<file path="config.mk">
export PLATFORM = sky130hd
export DESIGN_NAME = signed_decimal_tokenizer
export DESIGN_NICKNAME = d
export VERILOG_FILES = /design/src/rtl/sdt_pkg.sv /design/src/rtl/signed_decimal_tokenizer.sv /design/src/rtl/sdt_step.sv /design/src/rtl/sdt_out_stage.sv
export SDC_FILE = /design/constraint.sdc
export NUM_CORES = 1
export LEC_CHECK = 0
export ABC_AREA = 1
export BUFFER_PORTS_ARGS = -buffer_cell sky130_fd_sc_hd__buf_2
export CORE_MARGIN = 2
export CORE_UTILIZATION = 55
export CTS_CLUSTER_SIZE = 8
export DETAILED_ROUTE_END_ITERATION = 16
export PLACE_DENSITY = 0.74
export SLEW_MARGIN = 5
export SYNTH_ARGS = -nofsm -noshare
export SYNTH_HDL_FRONTEND = slang
export SYNTH_SLANG_ARGS = --single-unit
export TNS_END_PERCENT = 100
</file>
<file path="constraint.sdc">
create_clock -name aclk -period 9.8 [get_ports aclk]
set_input_delay 1.47 -clock aclk [delete_from_list [all_inputs] [get_ports aclk]]
set_output_delay 1.47 -clock aclk [all_outputs]
set_load 0.005 [all_outputs]
</file>
<file path="src/rtl/sdt_pkg.sv">
// shared types and constants of the signed decimal tokenizer
package sdt_pkg;

    localparam int CHAR_WIDTH   = 8;
    localparam int LIMIT_WIDTH  = 30;
    localparam int NUMBER_WIDTH = 31;
    localparam int KIND_WIDTH   = 2;

    localparam logic [LIMIT_WIDTH-1:0] LIMIT_RESET = 30'd1000000000;

    localparam logic [CHAR_WIDTH-1:0] CHAR_MINUS = 8'h2d;
    localparam logic [CHAR_WIDTH-1:0] CHAR_ZERO  = 8'h30;
    localparam logic [CHAR_WIDTH-1:0] CHAR_NINE  = 8'h39;
    localparam logic [CHAR_WIDTH-1:0] CHAR_TAB   = 8'h09;
    localparam logic [CHAR_WIDTH-1:0] CHAR_CR    = 8'h0d;
    localparam logic [CHAR_WIDTH-1:0] CHAR_SPACE = 8'h20;

    typedef enum logic [KIND_WIDTH-1:0] {
        KIND_NUMBER    = 2'd0,
        KIND_MALFORMED = 2'd1,
        KIND_SATURATED = 2'd2
    } kind_t;

    typedef struct packed {
        logic                           valid;
        kind_t                          kind;
        logic signed [NUMBER_WIDTH-1:0] number;
    } result_t;

endpackage

</file>
<file path="src/rtl/signed_decimal_tokenizer.sv">
// signed decimal tokenizer top level: token state, limit register and result stage
//
// Input channel s_*: one text byte per word (s_char_code) with s_end_of_stream; a word
// with end of stream set finishes any pending number and clears the token state.
// Output channel m_*: one word per completed number (kind 0), malformed byte or
// token (kind 1) or saturated digit (kind 2); m_number is zero for events.
// Many input words produce no output word.
// cfg_wr_en / cfg_wr_data load the magnitude limit; write only while the block idles.
// A result is registered and appears on m_valid in the cycle after its byte is accepted.
// Throughput: one byte per cycle while the result register is not stalled; the token
// update and the times-ten add and limit compare are combinational ahead of the result register.
// Reset (aresetn low, synchronous) clears the token state and the output valid and
// loads the limit with 1000000000.
// When the receiver stalls with a result held, s_ready drops until it is taken; a
// held result does not block the next byte while m_ready is high.
module signed_decimal_tokenizer #(
    parameter int MAGNITUDE_WIDTH = 30
) (
    input  logic                                    aclk,
    input  logic                                    aresetn,
    input  logic                                    s_valid,
    output logic                                    s_ready,
    input  logic [sdt_pkg::CHAR_WIDTH-1:0]          s_char_code,
    input  logic                                    s_end_of_stream,
    output logic                                    m_valid,
    input  logic                                    m_ready,
    output logic [sdt_pkg::KIND_WIDTH-1:0]          m_kind,
    output logic signed [sdt_pkg::NUMBER_WIDTH-1:0] m_number,
    input  logic                                    cfg_wr_en,
    input  logic [sdt_pkg::LIMIT_WIDTH-1:0]         cfg_wr_data
);
    import sdt_pkg::*;

    logic [LIMIT_WIDTH-1:0]     limit_reg;
    logic                       in_token_reg;
    logic                       skipping_reg;
    logic                       negative_reg;
    logic [MAGNITUDE_WIDTH-1:0] magnitude_reg;
    logic                       in_token_next;
    logic                       skipping_next;
    logic                       negative_next;
    logic [MAGNITUDE_WIDTH-1:0] magnitude_next;
    result_t                    step_result;
    logic                       take_ok;
    logic                       accept;

    assign s_ready = take_ok;
    assign accept  = s_valid && take_ok;

    sdt_step #(
        .MAGNITUDE_WIDTH (MAGNITUDE_WIDTH)
    ) u_step (
        .char_code        (s_char_code),
        .end_of_stream    (s_end_of_stream),
        .magnitude_limit  (limit_reg),
        .in_token         (in_token_reg),
        .skipping         (skipping_reg),
        .is_negative      (negative_reg),
        .magnitude        (magnitude_reg),
        .in_token_next    (in_token_next),
        .skipping_next    (skipping_next),
        .is_negative_next (negative_next),
        .magnitude_next   (magnitude_next),
        .result           (step_result)
    );

    sdt_out_stage u_out (
        .aclk     (aclk),
        .aresetn  (aresetn),
        .load     (accept),
        .result   (step_result),
        .m_ready  (m_ready),
        .m_valid  (m_valid),
        .m_kind   (m_kind),
        .m_number (m_number),
        .take_ok  (take_ok)
    );

    always_ff @(posedge aclk) begin
        if (!aresetn) begin
            limit_reg <= LIMIT_RESET;
        end else if (cfg_wr_en) begin
            limit_reg <= cfg_wr_data;
        end
    end

    always_ff @(posedge aclk) begin
        if (!aresetn) begin
            in_token_reg  <= 1'b0;
            skipping_reg  <= 1'b0;
            negative_reg  <= 1'b0;
            magnitude_reg <= '0;
        end else if (accept) begin
            in_token_reg  <= in_token_next;
            skipping_reg  <= skipping_next;
            negative_reg  <= negative_next;
            magnitude_reg <= magnitude_next;
        end
    end

endmodule

</file>
<file path="src/rtl/sdt_step.sv">
// next token state and result for one accepted word
module sdt_step #(
    parameter int MAGNITUDE_WIDTH = 30
) (
    input  logic [sdt_pkg::CHAR_WIDTH-1:0]  char_code,
    input  logic                            end_of_stream,
    input  logic [sdt_pkg::LIMIT_WIDTH-1:0] magnitude_limit,
    input  logic                            in_token,
    input  logic                            skipping,
    input  logic                            is_negative,
    input  logic [MAGNITUDE_WIDTH-1:0]      magnitude,
    output logic                            in_token_next,
    output logic                            skipping_next,
    output logic                            is_negative_next,
    output logic [MAGNITUDE_WIDTH-1:0]      magnitude_next,
    output sdt_pkg::result_t                result
);
    import sdt_pkg::*;

    // compute width covers limit and magnitude plus room for times ten
    localparam int CW = ((MAGNITUDE_WIDTH > LIMIT_WIDTH) ? MAGNITUDE_WIDTH : LIMIT_WIDTH) + 4;
    localparam int XW = (MAGNITUDE_WIDTH > NUMBER_WIDTH) ? MAGNITUDE_WIDTH : NUMBER_WIDTH;
    localparam logic [CW-1:0] MAG_MAX =
        {{(CW-MAGNITUDE_WIDTH){1'b0}}, {MAGNITUDE_WIDTH{1'b1}}};

    logic          is_digit;
    logic          is_minus;
    logic          is_space;
    logic [CW-1:0] limit_ext;
    logic [CW-1:0] limit_eff;
    logic [CW-1:0] mag_ext;
    logic [CW-1:0] mag_times_ten;
    logic [CW-1:0] mag_grown;
    logic [3:0]    digit_val;
    logic [XW-1:0] mag_x;
    logic [XW-1:0] signed_x;
    logic          tok_active;
    logic [CW-1:0] base_mag;

    always_comb begin
        is_digit  = (char_code >= CHAR_ZERO) && (char_code <= CHAR_NINE);
        is_minus  = (char_code == CHAR_MINUS);
        is_space  = (char_code inside {[CHAR_TAB:CHAR_CR], CHAR_SPACE});
        digit_val = 4'(char_code - CHAR_ZERO);

        limit_ext = CW'(magnitude_limit);
        limit_eff = (limit_ext < MAG_MAX) ? limit_ext : MAG_MAX;

        // a digit that opens a token starts from zero
        tok_active    = in_token;
        mag_ext       = CW'(magnitude);
        base_mag      = tok_active ? mag_ext : '0;
        mag_times_ten = (base_mag << 3) + (base_mag << 1);
        mag_grown     = mag_times_ten + CW'(digit_val);

        mag_x    = XW'(magnitude);
        signed_x = is_negative ? (XW'(0) - mag_x) : mag_x;

        in_token_next    = in_token;
        skipping_next    = skipping;
        is_negative_next = is_negative;
        magnitude_next   = magnitude;
        result.valid     = 1'b0;
        result.kind      = KIND_NUMBER;
        result.number    = '0;

        if (end_of_stream) begin
            if (!skipping && in_token) begin
                result.valid  = 1'b1;
                result.number = signed_x[NUMBER_WIDTH-1:0];
            end
            in_token_next    = 1'b0;
            skipping_next    = 1'b0;
            is_negative_next = 1'b0;
            magnitude_next   = '0;
        end else if (!is_digit && !is_minus && !is_space) begin
            in_token_next = 1'b0;
            skipping_next = 1'b1;
            result.valid  = 1'b1;
            result.kind   = KIND_MALFORMED;
        end else if (skipping) begin
            if (is_space) begin
                in_token_next = 1'b0;
                skipping_next = 1'b0;
            end
        end else if (is_minus) begin
            if (in_token) begin
                in_token_next = 1'b0;
                skipping_next = 1'b1;
                result.valid  = 1'b1;
                result.kind   = KIND_MALFORMED;
            end else begin
                magnitude_next   = '0;
                is_negative_next = 1'b1;
                in_token_next    = 1'b1;
            end
        end else if (is_digit) begin
            if (!in_token) begin
                is_negative_next = 1'b0;
                in_token_next    = 1'b1;
            end
            if (mag_grown > limit_eff) begin
                magnitude_next = limit_eff[MAGNITUDE_WIDTH-1:0];
                result.valid   = 1'b1;
                result.kind    = KIND_SATURATED;
            end else begin
                magnitude_next = mag_grown[MAGNITUDE_WIDTH-1:0];
            end
        end else if (in_token) begin
            // whitespace closes the token
            result.valid  = 1'b1;
            result.number = signed_x[NUMBER_WIDTH-1:0];
            in_token_next = 1'b0;
        end
    end

endmodule

</file>
<file path="src/rtl/sdt_out_stage.sv">
// result register that holds a word until the receiver takes it
module sdt_out_stage (
    input  logic                                 aclk,
    input  logic                                 aresetn,
    input  logic                                 load,
    input  sdt_pkg::result_t                     result,
    input  logic                                 m_ready,
    output logic                                 m_valid,
    output logic [sdt_pkg::KIND_WIDTH-1:0]       m_kind,
    output logic signed [sdt_pkg::NUMBER_WIDTH-1:0] m_number,
    output logic                                 take_ok
);
    import sdt_pkg::*;

    logic                           valid_reg;
    logic                           valid_next;
    kind_t                          kind_reg;
    logic signed [NUMBER_WIDTH-1:0] number_reg;

    // a new word may enter when the register is empty or drains this cycle
    assign take_ok = !valid_reg || m_ready;

    always_comb begin
        valid_next = valid_reg;
        if (take_ok) begin
            valid_next = load && result.valid;
        end
    end

    always_ff @(posedge aclk) begin
        if (!aresetn) begin
            valid_reg <= 1'b0;
        end else begin
            valid_reg <= valid_next;
        end
    end

    always_ff @(posedge aclk) begin
        if (take_ok && load && result.valid) begin
            kind_reg   <= result.kind;
            number_reg <= result.number;
        end
    end

    assign m_valid  = valid_reg;
    assign m_kind   = kind_reg;
    assign m_number = number_reg;

endmodule

</file>
==> metrics.txt, run 1 <==
Seq cells post-synth=97; Worst EP required=9.72 ns; DR top layer=met4; ranking of synthesized cells by area=dfxtp_1, ha_1, nand2_1; commonest non-fill, non-tap cell in the layout=nand2_1; metal1 wirelength=9.99 mm; Post CTS Setup Buffer Count=0; hold bufs inserted after CTS=0; remaining antenna violation count=0; Max Fclk=155 MHz; Placement Rows=44; Initial Utilization=55.9%; CP arrival=6.38 ns; r2r setup slk=3.65 ns; DRC=0; Worst-Skew Late Latency=0.36 ns; Synth top area share=15.9%; fin crit share=65.9%; Hold Crit Class=flop to flop; DRT Wirelength=21.1 mm; cell mode on critical path=nand2_1; Final Net Count=1381; Reg-to-Reg Start=in_token_reg$_SDFFE_PN0P_; gpl congestion=1.02; critical path startpoint=s_char_code[3]; WHS Endpoint=limit_reg[1]$_SDFFE_PN0P_; Crit Path Max Fanout=33; die footprint=15600 sq um; ys async rst share=0%; top-level I/O count=79; buffers added on ports=78; DR pass1 iterations=5; slowest CP cell=inv_1; chip width=125 um; HP Start=limit_reg[1]$_SDFFE_PN0P_; R2R depth=31; post-route total power=0.000931 W; Main synth FF type=dfxtp_1; Avg WL per Cell=14.7 um; post-route non-filler standard cell count=1435; Layout area overhead=10.1%; initial antenna violation count=0; max incr delay on CP=0.48 ns; GRT overflow=0; min cycle time layout=6.46 ns; first-pass GRT wire length=34.7 mm; hold slack=0.500 ns; fillers=1354; vias per cell=5.39; vias post-DR=7730; post-synth top area cell=dfxtp_1; synthesized area=8060 sq um; Slew HR=23.9%; CTS max path bufs=2; DP HPWL=16.4 mm; maximum VDD drop=0.0000892 V; hold path cells=2; Worst-Margin Slew=1.14 ns; H-tree levels=3; Reg clk slew, reported paths=0.07 ns; Post-synth EDFFs=33; Slew Viols, Final=0; CTS Sinks=97; Startpoint Class=primary input; max reg flops=31; layout cells sized above 1=10.6%; PD cells=105 nW/um^2; mean post-synth cell area=6.78 sq um; Worst R2R End=u_out.m_number[24]$_DFFE_PP_; syn nets=1324; met3 WL post-DR=1.47 mm; Yosys warnings=0; leak pwr=4.74 nW; Cell variety after synth=49; Final Hold Violating Endpoints=0; largest net degree at the start of global routing=39; vias in the first global route=7110; PostCTS Resize Cnt=0; Root Driver=clkbuf_16; CTS tree=yes; Total Routing Usage GR=27.0%; endpoints failing setup=0; Syn Inst Count=1189; status=finished clean; Setup TNS=0 ns; Core Box Area=14400 sq um; RSZ-0062 raised after global routing=no; CP Capture Type=flop; most frequent cells in the layout=nand2_1, inv_1, nor2_1; Ant. Diodes=0; skew final=0.0101 ns; placed instance count=1419; die height=125 um; initial drt markers=700; Max-cap violations=0; post-synthesis sequential area ratio=28.2%; Setup CP Type=primary input to flop; cts bufs inserted=9; metal2 WL=9.27 mm
[Yosys cell counts, types with 16 or more instances]
| cell type | n |
|---|---|
| o21ai_0 | 51 |
| ha_1 | 90 |
| nand2_1 | 283 |
| xnor2_1 | 16 |
| o21ai_1 | 32 |
| clkbuf_1 | 26 |
| dfxtp_1 | 64 |
| inv_1 | 182 |
| nor2_1 | 114 |
| a21oi_1 | 110 |
| nand3_1 | 57 |
| edfxtp_1 | 33 |
| nor3_1 | 17 |
| xor2_1 | 28 |
[metal layers]
layer  GRT usage [%]  vias up
met5               0        -
li1                -     3960
met3            3.55       31
met1            39.1     3438
met4            7.32        0
met2            42.5      301
[how the worst max path moves through the flow]
stage	end	slack, ns	depth (start not counted)
6_report	u_out.m_number[24]$_DFFE_PP_	3.34	30
5_1_grt	u_out.m_kind[0]$_SDFFCE_PP0P_	2.81	30
4_1_cts	u_out.m_number[4]$_DFFE_PP_	3.38	30
3_5_place_dp	u_out.m_number[24]$_DFFE_PP_	3.08	30
3_3_place_gp	u_out.m_number[27]$_DFFE_PP_	3.23	30
2_1_floorplan	u_out.m_kind[0]$_SDFFCE_PP0P_	4.10	28
[report_power, final]
group	switching [W]	internal [W]
Clock	0.000162	0.000232
Combinational	0.0000660	0.0000327
Sequential	0.00000635	0.000432
[cell families after synthesis]
kind of cell               share of synthesized area (%)
and+or+nand+nor                                     27.1
AOI/OAI and AO/OA                                   14.8
buffers and inverters                               10.9
DFF                                                 28.2
adders and majority gates                           14.2
xor gates and xnor gates                            4.78
[worst max-delay path: cells and delay by family]
kind | cells | cell delay [ns]
buffers and inverters | 6 | 0.86
and+or+nand+nor | 15 | 1.77
adders and majority gates | 3 | 1.07
AOI/OAI and AO/OA | 5 | 1.04
xor gates and xnor gates | 1 | 0.15
[layout make-up]
class,count,area (sq um),area share (%)
clock buffer,10,239,2.69
tap,184,230,2.59
multi-input combinational,871,4930,55.5
timing repair buffer,83,428,4.82
inverter,184,691,7.78
clock inverter,6,87.6,0.986
sequential,97,2270,25.6
[per-stage QoR]
stage	cell area, sq um	util (%)	worst slack [ns]
global placement	8550	59.3	3.23
floorplan	8060	-	4.10
detailed placement	8550	59.3	3.08
finish	8880	61.6	3.34
CTS	8880	61.6	3.38
global route	8880	61.6	2.81
Power figures use the tool's default switching activity.
==> run 2: changes to the inputs <==
--- a/config.mk
+++ b/config.mk
@@ -11,7 +11,7 @@
 export CORE_UTILIZATION = 55
 export CTS_CLUSTER_SIZE = 8
 export DETAILED_ROUTE_END_ITERATION = 16
-export PLACE_DENSITY = 0.74
+export PLACE_DENSITY = 0.77
 export SLEW_MARGIN = 5
 export SYNTH_ARGS = -nofsm -noshare
 export SYNTH_HDL_FRONTEND = slang
==> constraint.sdc (replaced) <==
create_clock -name aclk -period 5.6 [get_ports aclk]
set_input_delay 0.84 -clock aclk [delete_from_list [all_inputs] [get_ports aclk]]
set_output_delay 0.84 -clock aclk [all_outputs]
set_load 0.005 [all_outputs]
==> metrics.txt, run 2 (synthesis results as in run 1) <==
Setup CP Type=flop to flop; placed cell areas=8590 sq um (+0.44%); layout cells sized above 1=10.7% (+0.20 points); vias in the first global route=7244 (+1.9%); Setup TNS=0 ns (unchanged); Worst-Margin Slew=0.962 ns (-0.178 ns); top-level I/O count=79 (unchanged); Flop pwr share=47.7% (+0.6 points); cts bufs inserted=9 (unchanged); Worst EP required=5.81 ns (-3.91 ns); Total Routing Usage GR=27.4% (+0.45 points); switching pwr=0.000401 W (+71%); chip width=125 um (unchanged); Startpoint Class=flop; PostCTS Resize Cnt=0 (unchanged); Switching Share=25.0% (-0.22 points); Reg clk slew, reported paths=0.07 ns (about the same); most used routing layer=met2; CTS Sinks=97 (unchanged); fillers=1346 (-0.59%); GR Util met1=38.0% (-1.1 points); initial antenna violation count=0 (unchanged); commonest non-fill, non-tap cell in the layout=nand2_1; Post CTS Setup Buffer Count=0 (unchanged); area of the multi-input gates=4930 sq um (unchanged); Max Fclk=194 MHz; Slew Viols, Final=0 (unchanged); CP arrival=5.36 ns (-1.02 ns); initial drt markers=592 (-15%); Hold Crit Class=flop to flop; DP HPWL=16.6 mm (+1.5%); Slew HR=35.8% (+12 points); slowest CP cell=dfxtp_1; Placement Rows=44 (unchanged); CTS max path bufs=2 (unchanged); skew final=0.00466 ns (-0.00543 ns); H-tree levels=3 (unchanged); fin crit share=91.9%; RSZ-0062 raised after global routing=no; Initial Utilization=55.9% (unchanged); post-route design area=8910 sq um (+0.34%); Final Hold Violating Endpoints=0 (unchanged); die footprint=15600 sq um (unchanged); Layout area overhead=10.5%; Max-cap violations=0 (unchanged); DRT Wirelength=21.4 mm (+1.3%); GR Layer Usage met3=3.94% (+0.39 points); register area=2270 sq um (unchanged); DRC=0 (unchanged); vias per cell=5.50 (+2.2%); leak pwr=4.75 nW (+0.33%); most frequent cells in the layout=nand2_1, inv_1, nor2_1; endpoints failing setup=0 (unchanged); min cycle time layout=5.15 ns; Final Net Count=1386 (+0.36%); Worst-Skew Late Latency=0.36 ns (about the same); Reg-to-Reg Start=in_token_reg$_SDFFE_PN0P_; remaining antenna violation count=0 (unchanged); CP Capture Type=flop; cell mode on critical path=nand2_1; buffers added on ports=78 (unchanged); max incr delay on CP=0.38 ns (-0.10 ns); Ant. Diodes=0 (unchanged); die height=125 um (unchanged); Avg WL per Cell=14.8 um (+0.93%); gpl congestion=0.984 (-3.4%); critical path startpoint=in_token_reg$_SDFFE_PN0P_; Crit Path Max Fanout=31 (-6.1%); GR Util met2=44.3% (+1.8 points); maximum VDD drop=0.000148 V (+66%); Int Pwr=0.00121 W (+73%); Clk network pwr share=41.6% (-0.7 points); CTS tree=yes; HP Start=limit_reg[14]$_SDFFE_PN1P_; first-pass GRT wire length=35.0 mm (+0.93%); PD cells=181 nW/um^2 (+72%); combinational share of power=10.8% (+0.2 points); hold bufs inserted after CTS=0 (unchanged); largest net degree at the start of global routing=34 (-13%); vias post-DR=7927 (+2.5%); Root Driver=clkbuf_16; DR pass1 iterations=6 (+1); max reg flops=31 (unchanged); GRT overflow=0 (unchanged); status=finished clean; Core Box Area=14400 sq um (unchanged)
[run 2: layout make-up]
| type | instances | share of cell area, % |
|---|---|---|
| flip-flops and latches | 97 | 25.5 |
| clock inverters | 6 | 1.01 |
| multi-input cells | 871 | 55.4 |
| clock buffers | 10 | 2.57 |
| inverters | 184 | 7.75 |
| well taps | 184 | 2.58 |
| repair buffers | 88 | 5.22 |
[run 2: power groups by stage]
| stage | combinational, W | sequential, W | clock (W) |
|---|---|---|---|
| CTS | 0.000171 | 0.000767 | 0.000674 |
| global placement | 0.000166 | 0.000781 | 0 |
| floorplan | 0.000106 | 0.000782 | 0 |
| global route | 0.000193 | 0.000769 | 0.000701 |
| finish | 0.000173 | 0.000767 | 0.000669 |
| detailed placement | 0.000170 | 0.000783 | 0 |
[run 2: critical path: cells and delay by family (launching register included)]
| family | cells | cell delay [ns] |
|---|---|---|
| flip-flops | 1 | 0.38 |
| adder cells (fa/ha/maj) | 3 | 0.92 |
| buffers and inverters | 6 | 1.13 |
| AO/OA/AOI/OAI | 4 | 0.62 |
| AND/OR/NAND/NOR | 16 | 1.93 |
[run 2: final timing paths]
check                                  endpoint  slack, ns  cells past startpoint
hold / removal       limit_reg[14]$_SDFFE_PN1P_       0.49                      2
setup reg to reg  magnitude_reg[6]$_SDFFE_PN0P_       0.45                     29
hold reg to reg      limit_reg[14]$_SDFFE_PN1P_       0.49                      2
setup / recovery  magnitude_reg[6]$_SDFFE_PN0P_       0.45                     29
[run 2: stage by stage]
stage | worst slack, ns | utilization (%) | power [W] | hold slack (ns) | cells
6_report | 0.453 | 61.8 | 0.00161 | 0.494 | 1440
5_1_grt | 0.0275 | 61.8 | 0.00166 | 0.524 | 1440
4_1_cts | 0.544 | 61.8 | 0.00161 | 0.498 | 1440
3_5_place_dp | 0.190 | 59.6 | 0.000952 | 0.488 | 1424
3_3_place_gp | 0.286 | 59.6 | 0.000948 | 0.484 | 1424
2_1_floorplan | 0.529 | - | 0.000888 | 0.453 | 1189
[run 2: layer usage]
metal  wire length (um)  vias to the layer above
met2               9580                      358
met4                577                        0
met5                  0                        -
met1               9440                     3546
li1                   -                     3979
met3               1780                       44
==> run 3: changes to the inputs <==
--- a/config.mk
+++ b/config.mk
@@ -6,12 +6,12 @@
 export NUM_CORES = 1
 export LEC_CHECK = 0
 export ABC_AREA = 1
-export BUFFER_PORTS_ARGS = -buffer_cell sky130_fd_sc_hd__buf_2
 export CORE_MARGIN = 2
 export CORE_UTILIZATION = 55
 export CTS_CLUSTER_SIZE = 8
 export DETAILED_ROUTE_END_ITERATION = 16
-export PLACE_DENSITY = 0.77
+export DONT_BUFFER_PORTS = 1
+export PLACE_DENSITY = 0.72
 export SLEW_MARGIN = 5
 export SYNTH_ARGS = -nofsm -noshare
 export SYNTH_HDL_FRONTEND = slang
==> constraint.sdc (replaced) <==
create_clock -name aclk -period 4.7 [get_ports aclk]
set_input_delay 0.47 -clock aclk [delete_from_list [all_inputs] [get_ports aclk]]
set_output_delay 0.47 -clock aclk [all_outputs]
set_load 0.005 [all_outputs]
==> metrics.txt, run 3 (synthesis results as in run 1) <==
Slew HR=36.5% (+0.67 points); Final Hold Violating Endpoints=0 (unchanged); Hold Crit Class=primary input to flop; initial drt markers=625 (+5.6%); cell mode on critical path=nand2_1; die height=125 um (unchanged); remaining antenna violation count=0 (unchanged); Top delay family on crit path=simple AND/OR/NAND/NOR gates; post-route non-filler standard cell count=1440 (unchanged); vias per cell=5.64 (+2.4%); min cycle time layout=4.75 ns (-0.397 ns); first-pass GRT wire length=33.9 mm (-3.1%); status=finished with violations; layout cells sized above 1=22.5% (+12 points); Final Net Count=1386 (unchanged); RSZ-0062 raised after global routing=yes; fillers=1079 (-20%); Layout area overhead=25.7%; endpoints failing setup=20 (+20); max reg flops=31 (unchanged); Core Box Area=14400 sq um (unchanged); Root Driver=clkbuf_16; Initial Utilization=55.9% (unchanged); vias post-DR=8118 (+2.4%); placed cell areas=8670 sq um (+0.89%); chip width=125 um (unchanged); cts bufs inserted=9 (unchanged); Avg WL per Cell=16.9 um (+14%); GRT overflow=0 (unchanged); pre-CTS setup slack=-0.0522 ns (-0.242 ns); top-level I/O count=79 (unchanged); worst setup margin=-0.0497 ns (-0.503 ns); Max Fclk=211 MHz (+8.4%); failing checks=negative setup slack; buffers added on ports=0 (-100%); die footprint=15600 sq um (unchanged); fin crit share=101% (+9.2 points); gpl congestion=0.924 (-6.1%); CP arrival=4.97 ns (-0.39 ns); Total Routing Usage GR=26.6% (-0.81 points); Crit Path Max Fanout=8 (-74%); commonest non-fill, non-tap cell in the layout=nand2_1; placed instance count=1400 (-1.7%); skew final=0.0126 ns (+0.00790 ns); CP Capture Type=flop; post-route design area=10100 sq um (+14%); Startpoint Class=flop; Ant. Diodes=0 (unchanged); register area=2280 sq um (+0.17%); leak pwr=4.88 nW (+2.7%); hold slack=0.230 ns (-0.264 ns); PD cells=180 nW/um^2 (-0.32%); largest net degree at the start of global routing=38 (+12%); DR pass1 iterations=5 (-1); Max-cap violations=0 (unchanged); hold bufs inserted after CTS=0 (unchanged); DRT Wirelength=24.3 mm (+14%); final core occ=70.3% (+8.5 points); Buf+Inv Stages, Crit Path=6 (unchanged); Setup CP Type=flop to flop; vias in the first global route=6837 (-5.6%); most frequent cells in the layout=nand2_1, inv_1, nor2_1; CTS tree=yes; initial antenna violation count=0 (unchanged); maximum VDD drop=0.000174 V (+17%); Worst-Margin Slew=0.952 ns (-0.0101 ns); CTS Sinks=97 (unchanged); Reg clk slew, reported paths=0.07 ns (about the same); H-tree levels=3 (unchanged); Slew Viols, Final=0 (unchanged); DP HPWL=16.7 mm (+0.23%); Placement Rows=44 (unchanged); max incr delay on CP=0.47 ns (+0.09 ns); Worst-Skew Late Latency=0.36 ns (about the same); DRC=0 (unchanged); Worst EP required=4.92 ns (-0.89 ns); slowest CP cell=dfxtp_4; CTS max path bufs=2 (unchanged); area of the multi-input gates=5800 sq um (+18%)
[run 3: cell count changes in the layout (fill, tap and decap cells not counted), sizes merged]
cell	change
clkinv	-1
inv	-1
clkinvlp	+2
buf	-6
clkbuf	+8
bufinv	-2
[run 3: routing by layer]
metal  vias to the layer above  track usage, %  wire (um)
met5                         -               0          0
met4                         0            7.71        638
met3                        47            4.79       1850
met2                       374            40.9      11200
met1                      3713            38.4      10600
li1                       3984               -          -
[run 3: timing repair]
item / in CTS / in global routing
buffers inserted: 0 / 16
pin swaps: 1 / 57
gates resized for setup: 4 / 180
endpoints found under the setup margin: 36 / 65
cloned: 0 / 8
[run 3: final cells by class]
type	count	share of cell area, %
clock buffer	12	2.43
inverter	184	6.88
tap	184	2.27
clock inverter	4	0.284
timing repair buffer	88	8.41
multi-input combinational	871	57.3
sequential	97	22.5
[run 3: final timing paths]
| path | cells after the start | from | to | slack [ns] |
|---|---|---|---|---|
| hold reg to reg | 2 | limit_reg[1]$_SDFFE_PN0P_ | limit_reg[1]$_SDFFE_PN0P_ | 0.50 |
| setup / recovery | 32 | in_token_reg$_SDFFE_PN0P_ | magnitude_reg[13]$_SDFFE_PN0P_ | -0.05 |
| setup reg to reg | 32 | in_token_reg$_SDFFE_PN0P_ | magnitude_reg[13]$_SDFFE_PN0P_ | -0.05 |
| hold / removal | 1 | cfg_wr_en | limit_reg[9]$_SDFFE_PN1P_ | 0.23 |
[run 3: metrics by stage]
stage	power (W)	setup TNS, ns
floorplan	0.00106	0
global placement	0.00110	-0.0188
detailed placement	0.00111	-1.68
CTS	0.00179	0
global route	0.00188	-12.51
finish	0.00182	-0.227
[run 3: power by group]
| group | internal (W) | leakage (nW) | switching, W |
|---|---|---|---|
| registers | 0.000901 | 0.841 | 0.0000182 |
| clock network | 0.000375 | 0.131 | 0.000325 |
| logic | 0.0000720 | 3.91 | 0.000132 |
| total | 0.00135 | 4.88 | 0.000476 |
